[src/design/assert_macros.svh]
// Assertion macros; clk and rst are taken from the enclosing module.
`ifndef ASSERT_MACROS_SVH
`define ASSERT_MACROS_SVH
`ifndef SYNTHESIS
`define GDTP_ASSERT(label, prop, msg) \
  label: assert property (@(posedge clk) disable iff (rst) prop) else $error(msg);
`define GDTP_ASSERT_RST(label, prop, msg) \
  label: assert property (@(posedge clk) prop) else $error(msg);
`else
`define GDTP_ASSERT(label, prop, msg)
`define GDTP_ASSERT_RST(label, prop, msg)
`endif
`endif

[src/design/gdtp_pkg.sv]
package gdtp_pkg;

  localparam int MAX_HUB_SLICES_DEF = 63;

  localparam logic [1:0] CFG_SLICE_LIMIT  = 2'd0;
  localparam logic [1:0] CFG_TASK_EDGES   = 2'd1;
  localparam logic [1:0] CFG_TASK_VERTS   = 2'd2;

  typedef enum logic [1:0] {
    KIND_TASK, KIND_SLICE, KIND_SUMMARY, KIND_ERROR
  } kind_t;

  typedef enum logic [2:0] {
    ERR_NONE, ERR_OVERFLOW, ERR_SLICES, ERR_FINISHED, ERR_POISONED, ERR_CONFIG
  } err_t;

  typedef enum logic [1:0] {
    RUN_ACTIVE, RUN_FINISHED, RUN_POISONED
  } run_t;

  typedef enum logic [2:0] {
    ST_IDLE, ST_DECIDE, ST_COUNT, ST_HUB_FLUSH, ST_SLICE, ST_SUMMARY
  } state_t;

  typedef struct packed {
    logic latch;
    logic emit_err;
    err_t err_code;
    logic poison;
    logic emit_flush;
    logic emit_summary;
    logic light;
    logic cnt_init;
    logic cnt_step;
    logic slice_emit;
  } cmd_t;

  typedef struct packed {
    run_t run;
    logic cfg_bad;
    logic is_finish;
    logic overflow;
    logic is_hub;
    logic open_valid;
    logic cnt_more;
    logic cnt_full;
    logic slice_last;
    logic out_free;
  } stat_t;

endpackage

[src/design/gdtp_ctrl.sv]
module gdtp_ctrl (
  input  logic           clk,
  input  logic           rst,
  input  logic           in_valid,
  output logic           in_ready,
  input  gdtp_pkg::stat_t st,
  output gdtp_pkg::cmd_t  cmd
);
  import gdtp_pkg::*;

  state_t state, state_next;

  always_ff @(posedge clk) begin
    if (rst) state <= ST_IDLE;
    else     state <= state_next;
  end

  always_comb begin
    state_next = state;
    cmd = '0;
    cmd.err_code = ERR_NONE;
    in_ready = 1'b0;
    unique case (state)
      ST_IDLE: begin
        in_ready = 1'b1;
        if (in_valid) begin
          cmd.latch = 1'b1;
          state_next = ST_DECIDE;
        end
      end
      ST_DECIDE: begin
        if (st.out_free) begin
          state_next = ST_IDLE;
          if (st.run == RUN_FINISHED) begin
            cmd.emit_err = 1'b1;
            cmd.err_code = ERR_FINISHED;
          end else if (st.run != RUN_ACTIVE) begin
            cmd.emit_err = 1'b1;
            cmd.err_code = ERR_POISONED;
          end else if (st.cfg_bad) begin
            cmd.emit_err = 1'b1;
            cmd.err_code = ERR_CONFIG;
          end else if (st.is_finish) begin
            if (st.open_valid) begin
              cmd.emit_flush = 1'b1;
              state_next = ST_SUMMARY;
            end else begin
              cmd.emit_summary = 1'b1;
            end
          end else if (st.overflow) begin
            cmd.emit_err = 1'b1;
            cmd.err_code = ERR_OVERFLOW;
            cmd.poison = 1'b1;
          end else if (st.is_hub) begin
            cmd.cnt_init = 1'b1;
            state_next = ST_COUNT;
          end else begin
            cmd.light = 1'b1;
          end
        end
      end
      ST_COUNT: begin
        if (!st.cnt_more) begin
          state_next = ST_HUB_FLUSH;
        end else if (!st.cnt_full) begin
          cmd.cnt_step = 1'b1;
        end else if (st.out_free) begin
          cmd.emit_err = 1'b1;
          cmd.err_code = ERR_SLICES;
          cmd.poison = 1'b1;
          state_next = ST_IDLE;
        end
      end
      ST_HUB_FLUSH: begin
        if (st.out_free) begin
          cmd.emit_flush = st.open_valid;
          state_next = ST_SLICE;
        end
      end
      ST_SLICE: begin
        if (st.out_free) begin
          cmd.slice_emit = 1'b1;
          if (st.slice_last) state_next = ST_IDLE;
        end
      end
      ST_SUMMARY: begin
        if (st.out_free) begin
          cmd.emit_summary = 1'b1;
          state_next = ST_IDLE;
        end
      end
      default: state_next = ST_IDLE;
    endcase
  end

endmodule

[src/design/gdtp_dp.sv]
module gdtp_dp #(
  parameter int MAX_HUB_SLICES = gdtp_pkg::MAX_HUB_SLICES_DEF
) (
  input  logic            clk,
  input  logic            rst,
  input  logic            cfg_we,
  input  logic [1:0]      cfg_index,
  input  logic [47:0]     cfg_data,
  input  logic            in_command,
  input  logic [31:0]     in_count,
  input  gdtp_pkg::cmd_t  cmd,
  output gdtp_pkg::stat_t st,
  output logic            out_valid,
  input  logic            out_ready,
  output gdtp_pkg::kind_t out_kind,
  output logic [31:0]     out_first_destination,
  output logic [31:0]     out_destination_span,
  output logic [63:0]     out_edge_start,
  output logic [63:0]     out_edge_span,
  output logic [5:0]      out_slice_number,
  output logic [5:0]      out_slice_total,
  output logic [63:0]     out_tasks_emitted,
  output gdtp_pkg::err_t  out_error_code,
  output logic            out_last
);
  import gdtp_pkg::*;

  logic [31:0] slice_limit, task_verts;
  logic [47:0] task_edges;
  logic        cur_command;
  logic [31:0] cur_count;
  logic        open_valid;
  logic [31:0] open_first, open_span;
  logic [63:0] open_start;
  logic [47:0] open_edges;
  logic [31:0] dest_seen;
  logic [63:0] edges_seen, task_cnt;
  run_t        run;
  logic [31:0] rest, srem;
  logic [5:0]  nslices, sidx;
  logic [63:0] sstart;
  logic        out_free, light_close, advance;
  logic [31:0] slice_n;

  assign out_free = !out_valid || out_ready;
  assign light_close = open_valid && (open_span >= task_verts ||
                       ({1'b0, open_edges} + {17'd0, cur_count}) > {1'b0, task_edges});
  assign slice_n = (srem < slice_limit) ? srem : slice_limit;
  assign advance = cmd.light || (cmd.slice_emit && srem <= slice_limit);

  always_comb begin
    st.run        = run;
    st.cfg_bad    = slice_limit == '0 || task_edges == '0 || task_verts == '0 ||
                    {16'd0, slice_limit} > task_edges;
    st.is_finish  = cur_command;
    st.overflow   = dest_seen == '1 || {32'd0, cur_count} > ~edges_seen;
    st.is_hub     = cur_count > slice_limit;
    st.open_valid = open_valid;
    st.cnt_more   = rest > slice_limit;
    st.cnt_full   = nslices == 6'(MAX_HUB_SLICES);
    st.slice_last = srem <= slice_limit;
    st.out_free   = out_free;
  end

  always_ff @(posedge clk) begin
    if (rst) begin
      slice_limit <= 32'd1024;
      task_edges  <= 48'd65536;
      task_verts  <= 32'd256;
    end else if (cfg_we) begin
      unique case (cfg_index)
        CFG_SLICE_LIMIT: slice_limit <= cfg_data[31:0];
        CFG_TASK_EDGES:  task_edges  <= cfg_data;
        CFG_TASK_VERTS:  task_verts  <= cfg_data[31:0];
        default: ;
      endcase
    end
  end

  always_ff @(posedge clk) begin
    if (cmd.latch) begin
      cur_command <= in_command;
      cur_count   <= in_count;
    end
    if (cmd.cnt_init) begin
      rest    <= cur_count;
      nslices <= 6'd1;
      srem    <= cur_count;
      sidx    <= '0;
      sstart  <= edges_seen;
    end else if (cmd.cnt_step) begin
      rest    <= rest - slice_limit;
      nslices <= nslices + 6'd1;
    end else if (cmd.slice_emit) begin
      srem   <= srem - slice_n;
      sidx   <= sidx + 6'd1;
      sstart <= sstart + {32'd0, slice_n};
    end
  end

  always_ff @(posedge clk) begin
    if (rst) begin
      open_valid <= 1'b0;
      open_first <= '0;
      open_span  <= '0;
      open_start <= '0;
      open_edges <= '0;
      dest_seen  <= '0;
      edges_seen <= '0;
      task_cnt   <= '0;
      run        <= RUN_ACTIVE;
    end else begin
      if (cmd.poison) run <= RUN_POISONED;
      if (cmd.emit_summary) run <= RUN_FINISHED;
      if (cmd.emit_flush || (cmd.light && light_close) || cmd.slice_emit)
        task_cnt <= task_cnt + 64'd1;
      if (cmd.emit_flush) begin
        open_valid <= 1'b0;
        open_span  <= '0;
        open_edges <= '0;
      end
      if (cmd.light) begin
        open_valid <= 1'b1;
        if (!open_valid || light_close) begin
          open_first <= dest_seen;
          open_start <= edges_seen;
          open_span  <= 32'd1;
          open_edges <= {16'd0, cur_count};
        end else begin
          open_span  <= open_span + 32'd1;
          open_edges <= open_edges + {16'd0, cur_count};
        end
      end
      if (advance) begin
        dest_seen  <= dest_seen + 32'd1;
        edges_seen <= edges_seen + {32'd0, cur_count};
      end
    end
  end

  always_ff @(posedge clk) begin
    if (rst) begin
      out_valid <= 1'b0;
    end else if (cmd.emit_err || cmd.emit_flush || cmd.emit_summary || cmd.slice_emit ||
                 (cmd.light && light_close)) begin
      out_valid <= 1'b1;
    end else if (out_ready) begin
      out_valid <= 1'b0;
    end
  end

  always_ff @(posedge clk) begin
    if (cmd.emit_err) begin
      out_kind              <= KIND_ERROR;
      out_first_destination <= '0;
      out_destination_span  <= '0;
      out_edge_start        <= '0;
      out_edge_span         <= '0;
      out_slice_number      <= '0;
      out_slice_total       <= '0;
      out_tasks_emitted     <= task_cnt;
      out_error_code        <= cmd.err_code;
      out_last              <= 1'b1;
    end else if (cmd.emit_flush || (cmd.light && light_close)) begin
      out_kind              <= KIND_TASK;
      out_first_destination <= open_first;
      out_destination_span  <= open_span;
      out_edge_start        <= open_start;
      out_edge_span         <= {16'd0, open_edges};
      out_slice_number      <= '0;
      out_slice_total       <= '0;
      out_tasks_emitted     <= task_cnt + 64'd1;
      out_error_code        <= ERR_NONE;
      out_last              <= cmd.light;
    end else if (cmd.emit_summary) begin
      out_kind              <= KIND_SUMMARY;
      out_first_destination <= '0;
      out_destination_span  <= dest_seen;
      out_edge_start        <= '0;
      out_edge_span         <= edges_seen;
      out_slice_number      <= '0;
      out_slice_total       <= '0;
      out_tasks_emitted     <= task_cnt;
      out_error_code        <= ERR_NONE;
      out_last              <= 1'b1;
    end else if (cmd.slice_emit) begin
      out_kind              <= KIND_SLICE;
      out_first_destination <= dest_seen;
      out_destination_span  <= 32'd1;
      out_edge_start        <= sstart;
      out_edge_span         <= {32'd0, slice_n};
      out_slice_number      <= sidx;
      out_slice_total       <= nslices;
      out_tasks_emitted     <= task_cnt + 64'd1;
      out_error_code        <= ERR_NONE;
      out_last              <= srem <= slice_limit;
    end
  end

endmodule

[src/design/graph_degree_task_partitioner.sv]
// Degree-driven task partitioner.
// Input stream: s_axis_tdata carries an incoming edge count, s_axis_tuser the
// command (0 count, 1 finish). Output stream: one item per task, hub slice,
// summary or error; m_axis_tuser is the kind, m_axis_tlast marks the final
// item caused by one input item. Configuration is written through
// cfg_we/cfg_index/cfg_data while the block is idle.
// An input item is accepted only while the controller is idle; it is latched
// and then decided once the output register is free. A hub destination with
// S slices steps through the slice counter (S - 1 subtractions and one step
// to leave), flushes any open task, then emits one slice per cycle while the
// output is free; finish flushes it too. Each emitted item needs a free output
// register, so a stalled receiver holds the controller in place; the output
// register lets one result wait while the next item is accepted.
// Reset (synchronous, active high) restores the register defaults 1024,
// 65536 and 256, clears the destination, edge and task counters and the
// open task, and empties the output register.
module graph_degree_task_partitioner #(
  parameter int MAX_HUB_SLICES = gdtp_pkg::MAX_HUB_SLICES_DEF
) (
  input  logic         clk,
  input  logic         rst,
  input  logic         cfg_we,
  input  logic [1:0]   cfg_index,
  input  logic [47:0]  cfg_data,
  input  logic         s_axis_tvalid,
  output logic         s_axis_tready,
  input  logic [31:0]  s_axis_tdata,   // edge count of the next destination
  input  logic         s_axis_tuser,   // command
  output logic         m_axis_tvalid,
  input  logic         m_axis_tready,
  // first_destination, destination_span, edge_start, edge_span,
  // slice_number, slice_total, tasks_emitted, error_code, zero pad
  output logic [271:0] m_axis_tdata,
  output logic [1:0]   m_axis_tuser,   // kind
  output logic         m_axis_tlast
);
  import gdtp_pkg::*;

  `include "assert_macros.svh"

  cmd_t  cmd;
  stat_t st;
  kind_t kind;
  err_t  err_code;
  logic [31:0] first_destination, destination_span;
  logic [63:0] edge_start, edge_span, tasks_emitted;
  logic [5:0]  slice_number, slice_total;

  gdtp_ctrl u_ctrl (
    .clk      (clk),
    .rst      (rst),
    .in_valid (s_axis_tvalid),
    .in_ready (s_axis_tready),
    .st       (st),
    .cmd      (cmd)
  );

  gdtp_dp #(.MAX_HUB_SLICES(MAX_HUB_SLICES)) u_dp (
    .clk                   (clk),
    .rst                   (rst),
    .cfg_we                (cfg_we),
    .cfg_index             (cfg_index),
    .cfg_data              (cfg_data),
    .in_command            (s_axis_tuser),
    .in_count              (s_axis_tdata),
    .cmd                   (cmd),
    .st                    (st),
    .out_valid             (m_axis_tvalid),
    .out_ready             (m_axis_tready),
    .out_kind              (kind),
    .out_first_destination (first_destination),
    .out_destination_span  (destination_span),
    .out_edge_start        (edge_start),
    .out_edge_span         (edge_span),
    .out_slice_number      (slice_number),
    .out_slice_total       (slice_total),
    .out_tasks_emitted     (tasks_emitted),
    .out_error_code        (err_code),
    .out_last              (m_axis_tlast)
  );

  assign m_axis_tuser = kind;
  assign m_axis_tdata = {1'b0, err_code, tasks_emitted, slice_total, slice_number,
                         edge_span, edge_start, destination_span, first_destination};

  `GDTP_ASSERT_RST(a_reset_empty, rst |=> !m_axis_tvalid, "output valid after reset")
  `GDTP_ASSERT(a_busy_after_accept, s_axis_tvalid && s_axis_tready |=> !s_axis_tready,
    "input accepted while deciding")
  `GDTP_ASSERT(a_error_last, m_axis_tvalid && m_axis_tuser == KIND_ERROR |-> m_axis_tlast,
    "error item not last")
  `GDTP_ASSERT(a_slice_index, m_axis_tvalid && m_axis_tuser == KIND_SLICE |->
    m_axis_tdata[197:192] < m_axis_tdata[203:198], "slice index beyond total")

endmodule

[config.mk]
export PLATFORM = sky130hd
export DESIGN_NAME = graph_degree_task_partitioner
export DESIGN_NICKNAME = d
export VERILOG_FILES = /design/src/design/gdtp_pkg.sv /design/src/design/gdtp_ctrl.sv /design/src/design/gdtp_dp.sv /design/src/design/graph_degree_task_partitioner.sv
export VERILOG_INCLUDE_DIRS = /design/src /design/src/design
export SDC_FILE = /design/constraint.sdc
export NUM_CORES = 2
export LEC_CHECK = 0
export ABC_AREA = 1
export BUFFER_PORTS_ARGS = -buffer_cell sky130_fd_sc_hd__clkbuf_2
export CORE_MARGIN = 3
export CORE_UTILIZATION = 45
export CTS_CLUSTER_SIZE = 28
export DETAILED_ROUTE_END_ITERATION = 8
export GPL_ROUTABILITY_DRIVEN = 0
export PLACE_DENSITY = 0.62
export SLEW_MARGIN = 10
export SYNTH_ARGS = -nofsm -noshare
export SYNTH_HDL_FRONTEND = slang
export SYNTH_SLANG_ARGS = --single-unit
[constraint.sdc]
create_clock -name clk -period 10.66 [get_ports clk]
set_clock_uncertainty 0.1 [all_clocks]
set_input_delay 1.066 -clock clk [delete_from_list [all_inputs] [get_ports clk]]
set_output_delay 1.066 -clock clk [all_outputs]
set_load 0.1 [all_outputs]
# After elaboration in Yosys (flattened, before gate mapping)
# Cells that the tools add are included.
# totals
word_cells	209
reg_bits	902
# op_classes
muxes	95
order_cmp	8
reduce_logical	43
bitwise_logic	2
n_eq_ne	17
addsub	11
# ops
op	count
64-bit two-way mux	12
32-bit two-way mux	15
48-bit two-way mux	4
64-bit by 32-bit adder with 64-bit output	2
32-bit by 1-bit adder with 32-bit output, second input constant	2
64-bit by 1-bit adder with 64-bit output, second input constant	1
32-bit > comparator	2
32-bit by 64-bit > comparator with 1-bit output	1
32-bit zero test	2
64-bit NOT	1
32-bit subtractor	2
3-bit two-way mux	18
48-bit by 32-bit adder with 49-bit output	1
49-bit by 48-bit > comparator with 1-bit output	1
48-bit by 32-bit adder with 48-bit output	1
32-bit by 48-bit > comparator with 1-bit output	1
48-bit zero test	1
5-bit two-way mux	8
32-bit equality test, second input constant	1
32-bit greater-or-equal comparator	1
32-bit less-or-equal comparator	1
32-bit less-than comparator	1
1-bit two-way mux	22
3-bit one-hot mux with 6 select lines	1
28 further kinds	74

# Depth between registers and ports, before layout
# depth
depth_word	15
ltp_mapped	34
mapped_depth_nobuf	32

# Modules after synthesis
# Synthesis repeated with hierarchy kept, for this count alone.
# hier_totals
hier_cells	8466
area_unflattened_um2	57755.4
# modules_own_cells
mod	seq_area_each_um2	cells_per_inst	instances	area_per_inst_um2
gdtp_dp	20279.4	8368	1	57196.1
gdtp_ctrl	60.1	96	1	548.0
graph_degree_task_partitioner	0.0	2	1	11.3

# Worst setup path after synthesis
# No wires, ideal clock.
# synth_timing
path_type	register to register
startpoint	register u_dp.cur_count[0]
endpoint	register u_dp.out_error_code[0], enable pin
required_time_ns	10.139
path_stages_with_launch	30
setup_slack_ns	5.042
period_less_slack_ns	5.618
arrival_ns	5.097
setup_ns	0.421
path_cell_list	edfxtp_1 > ha_1 > inv_1 > fa_1 > nand3b_1 > nand2_1 > nand2_1 > nand2_1 > a21oi_1 > o21ai_0 > a21oi_1 > xnor2_1 > ha_1 > nand2_1 > nor2_1 > nand2_1 > nor4_1 > nand2_1 > nand2_1 > nand2_1 > nand2_1 > nand2_1 > nand2_1 > nand2_1 > nand2_1 > nand2_4 > nand3_2 > buf_4 > nor2_4 > inv_1
# synth_via
elab_chain_len	12
elab_cells_between_ends	24
classes_between	add/sub (1); order compare (3); mux (14); reduce/logical (6)
# synth_rtl
item	line	rtl
start, declared	gdtp_dp.sv:31	logic [31:0] cur_count;
start signal, assigned	gdtp_dp.sv:83	cur_count <= in_count;
branches (longest 11 deep; another with 48-bit by 32-bit adder with 49-bit output)	-	
4-bit nonzero test (no source line) (*)	-	
end signal, assigned	gdtp_dp.sv:162	out_error_code <= cmd.err_code;
end, declared	gdtp_dp.sv:23	output gdtp_pkg::err_t out_error_code,
# Every way passes the cells marked *.
# A chain may end at the register's enable or synchronous reset.

# Worst setup path after layout
# layout_timing
startpoint	register u_dp.cur_count[0]
endpoint	register u_dp.task_cnt[1]
# layout_via
elab_chain_len	12
elab_cells_between_ends	18
classes_between	add/sub (1); order compare (3); mux (8); reduce/logical (6)
# layout_rtl
item	line	rtl
branches (longest 9 deep; another with 48-bit by 32-bit adder with 49-bit output)	-	
1-bit logical AND (*)	gdtp_dp.sv:115	if (cmd.emit_flush || (cmd.light && light_close) || cmd.slice_emit)
1-bit logical OR (*) (2 in series)	gdtp_dp.sv:115	
end signal, assigned	gdtp_dp.sv:116	task_cnt <= task_cnt + 64'd1;
end, declared	gdtp_dp.sv:37	logic [63:0] edges_seen, task_cnt;
# Marks and branches as above.

==> impl_summary.md <==
Global routing
The via count of the first global-routing pass is 49.6k. The number of antenna violations at the first check in global routing is 4. The first global-routing pass estimated slightly above 300000 µm of wire. Across every metal layer, demand over resource in global routing totals 0.307. Entering global routing, the biggest net connects 174 pins. The total congestion overflow is 0.

Layout
The area added between synthesis and finish is 11.8%. Counting the fill cells in the layout gives 12.1k. The finished layout cell area is 61100 µm². The fraction of final layout cells with drive strength greater than 1 is 0.0795. The final layout contains 8440 nets.

Place
The post-placement cell area is 57400 µm². Input and output buffers added on the ports amount to 363. Detailed placement finished with a half-perimeter wire length of between 150000 and 200000 µm.

Synth
The share of the yosys chip area belonging to registers is 0.372. Among all flip-flop cells after synthesis, the most frequent one is sky130_fd_sc_hd__dfxtp_1. The synthesized design contains 902 register bits. The count of different cell masters after synthesis is 62.

The post-synthesis net count is roughly 8.3k. The cell area that synthesis handed to floorplanning was 54600 µm². A synthesized cell averages 6.99 µm². Counting every instance in the synthesized netlist gives 7818. The total number of yosys warnings is 0. Yosys mapped a number of flops with a built-in enable equal to 228. The share of flip-flops with an asynchronous set or reset after synthesis is 0.

Route
The wire length per cell after detailed routing is 20.7 µm. The number of design-rule violations left by the first detailed-router iteration is ~7k. For this block, the routed nets add up to 201000 µm of wire.

In this run the remaining antenna-violating nets after routing total 0. In the routed design, unresolved DRC markers number 0. The number of vias in the routed layout is about 55k. The first detailed-routing pass took 9 iterations. After detailed routing, the number of vias per cell comes to 5.62.

Critical path
The critical path is of the flop to flop type. The worst setup path is launched from a flop. STA puts the critical path data arrival time at 7.93 ns. Along the worst path, the maximum fanout reaches a little over 80. The worst setup path is captured at a flop.

The critical path required time is roughly 11 ns.

Min path
The worst hold path belongs to the class flop to flop.

Floorplan
The initial utilization of the core area, before any placement, comes to 0.455. The die covers between 100000 and 150000 µm². The die is 354 µm wide. In this run the vertical extent of the chip is 354 µm. The number of ports placed on the die boundary is 365.

The total core area is 120000 µm². The floorplan has 127 rows.

Clocking
In this run, post-CTS repair resized a total of 0 instances. The number of hold buffers added after cts is 0. The H-tree depth is 3. The clock insertion delay at the later pin of the skew report is 0.74 ns. The number of setup buffers added after CTS is 0.

The root buffer cell is sky130_fd_sc_hd__clkbuf_16. The CTS tree is done. The tree built by TritonCTS fans out to about 900 sinks.

The clock passes through at most 3 buffers. The number of clock buffers added by TritonCTS is 104. Clock-pin slew was measured on the worst setup and hold paths at 0.06 ns.

STA
The final-report max-slew violation count is 0. The final-report setup violation count is 0. After layout, the minimum clock period comes to ~7.4 ns. The aggregate negative setup slack is 0 ns. For the pin with the worst max-slew slack, the measured transition is 1.17 ns. The fmax is 135 MHz.

Setup repair after global routing left no endpoint under its margin. The post-route fraction of the period consumed by the critical path is 0.693. The worst slew margin relative to its limit is 0.219.

The number of endpoints with negative hold slack in the final report was 0.

Job
Max-cap violations in this run came to 0.

Pwr
Summed over all cells, the static leakage comes to between 0.02 and 0.03 µW. The power per cell area is 221 nW/µm². The maximum resistive drop on vdd is around 0.00027 V.

Status
The run finished with clean final reports.
cell usage after synthesis (10+ instances only):
master,instances,area (µm²)
sky130_fd_sc_hd__clkbuf_1,193,724
sky130_fd_sc_hd__edfxtp_1,228,6850
sky130_fd_sc_hd__a21o_1,23,173
sky130_fd_sc_hd__o22ai_1,12,75.1
sky130_fd_sc_hd__xnor2_1,102,893
sky130_fd_sc_hd__nor3_1,132,661
sky130_fd_sc_hd__ha_1,341,4270
sky130_fd_sc_hd__nor4_1,64,400
sky130_fd_sc_hd__buf_4,17,128
sky130_fd_sc_hd__buf_2,85,425
sky130_fd_sc_hd__nand2_1,1997,7500
sky130_fd_sc_hd__o211ai_1,12,90.1
sky130_fd_sc_hd__a31oi_1,26,163
sky130_fd_sc_hd__nand4_1,135,845
sky130_fd_sc_hd__o21bai_1,11,82.6
sky130_fd_sc_hd__nand3_1,205,1030
sky130_fd_sc_hd__o21ai_1,21,105
sky130_fd_sc_hd__dfxtp_1,674,13500
sky130_fd_sc_hd__xor2_1,178,1560
sky130_fd_sc_hd__o21a_1,25,188
sky130_fd_sc_hd__nor2_1,973,3650
sky130_fd_sc_hd__nor3b_1,11,82.6
sky130_fd_sc_hd__buf_1,11,41.3
sky130_fd_sc_hd__nor2_2,10,62.6
sky130_fd_sc_hd__a21oi_1,753,3770
sky130_fd_sc_hd__inv_2,13,48.8
sky130_fd_sc_hd__o21ai_0,689,3450
sky130_fd_sc_hd__or2_2,10,62.6
sky130_fd_sc_hd__inv_1,758,2850
sky130_fd_sc_hd__a21boi_0,10,75.1
sky130_fd_sc_hd__nand3b_1,13,97.6
worst max-delay path, stage by stage, from the launching register on:
cell and delay (ns):
sky130_fd_sc_hd__edfxtp_1 0.42, sky130_fd_sc_hd__ha_1 0.38, sky130_fd_sc_hd__inv_1 0.17, sky130_fd_sc_hd__fa_1 0.42, sky130_fd_sc_hd__nand3b_1 0.18, sky130_fd_sc_hd__nand2_1 0.13
sky130_fd_sc_hd__nand2_1 0.06, sky130_fd_sc_hd__nand2_1 0.15, sky130_fd_sc_hd__a21oi_1 0.18, sky130_fd_sc_hd__o21ai_0 0.37, sky130_fd_sc_hd__a21oi_1 0.16, sky130_fd_sc_hd__o21ai_0 0.26
sky130_fd_sc_hd__xor2_1 0.27, sky130_fd_sc_hd__ha_1 0.30, sky130_fd_sc_hd__a21oi_1 0.14, sky130_fd_sc_hd__o21ai_0 0.09, sky130_fd_sc_hd__a21oi_1 0.15, sky130_fd_sc_hd__nand2_1 0.07
sky130_fd_sc_hd__nand2_1 0.05, sky130_fd_sc_hd__nand2_1 0.04, sky130_fd_sc_hd__nand2_1 0.18, sky130_fd_sc_hd__nand2_1 0.20, sky130_fd_sc_hd__nand2_4 0.47, sky130_fd_sc_hd__nand3_4 0.87
sky130_fd_sc_hd__inv_2 1.12, sky130_fd_sc_hd__nand2_1 0.11, sky130_fd_sc_hd__a21oi_1 0.18
stage by stage:
| stage | instances | util | worst slack [ns] | total power, µW | hold slack (ns) |
|---|---|---|---|---|---|
| 2_1_floorplan | 7818 | - | 5.04 | 8480 | 0.339 |
| 3_3_place_gp | 9512 | 0.478 | 3.49 | 9610 | 0.340 |
| 3_5_place_dp | 9512 | 0.478 | 3.34 | 9660 | 0.339 |
| 4_1_cts | 9708 | 0.508 | 3.32 | 13500 | 0.352 |
| 5_1_grt | 9708 | 0.508 | 2.68 | 14100 | 0.380 |
| 6_report | 9709 | 0.508 | 3.27 | 13500 | 0.350 |
cell type report:
cell class / instances / area, µm² / share of cell area
sequential: 902 / 20300 / 0.333
timing repair buffer: 399 / 2090 / 0.0342
clock buffer: 139 / 2970 / 0.0486
clock inverter: 57 / 716 / 0.0117
multi-input combinational: 5825 / 30000 / 0.491
inverter: 774 / 2920 / 0.0478
tap: 1612 / 2020 / 0.0330
antenna: 1 / 2.50 / 0.0000410
routing by layer:
metal  GRT usage  vias to the layer above  wire length, µm
li1            -                    26173                -
met1       0.438                    25440            87200
met2       0.462                     2534            84900
met3      0.0582                      392            20600
met4       0.112                        0             7870
met5           0                        -                0
cells in the final DEF (no fill, tap or decap), types with 132 or more instances in the layout:
master,n
sky130_fd_sc_hd__clkbuf_2,362
sky130_fd_sc_hd__inv_1,755
sky130_fd_sc_hd__o21ai_0,688
sky130_fd_sc_hd__a21oi_1,753
sky130_fd_sc_hd__ha_1,341
sky130_fd_sc_hd__xor2_1,178
sky130_fd_sc_hd__nor3_1,132
sky130_fd_sc_hd__edfxtp_1,228
sky130_fd_sc_hd__nor2_1,972
sky130_fd_sc_hd__dfxtp_1,674
sky130_fd_sc_hd__nand2_1,1993
sky130_fd_sc_hd__nand4_1,135
sky130_fd_sc_hd__nand3_1,204
power breakdown:
group | switching, µW | internal, µW
combinational | 4180 | 1040
clock | 1590 | 2240
sequential | 366 | 4070
total | 6140 | 7350
registers in the layout (all words and copies together) (netlist names), 48 cells and up:
name and cells:
u_dp.open_start 64, u_dp.task_edges 48, u_dp.out_edge_start 64, u_dp.edges_seen 64, u_dp.task_cnt 64, u_dp.open_edges 48
u_dp.out_edge_span 64, u_dp.out_tasks_emitted 64, u_dp.sstart 64
worst paths after layout:
path / start / end / slack (ns) / cells past startpoint
min reg2reg: u_dp.out_kind[1] / u_dp.out_kind[1] / 0.35 / 2
max: u_dp.cur_count[0] / u_dp.task_cnt[1] / 3.27 / 26
min: u_dp.out_kind[1] / u_dp.out_kind[1] / 0.35 / 2
max reg2reg: u_dp.cur_count[0] / u_dp.task_cnt[1] / 3.27 / 26
cell families after synthesis:
family	count (synthesis)	share of synthesized area
simple gates	3575	0.267
compound gates	1623	0.156
buf+inv	1091	0.0796
flops	902	0.372
fa+ha+maj	346	0.0799
xor+xnor	280	0.0449
other cells	1	0.0000687
Power figures use the tool's default switching activity.
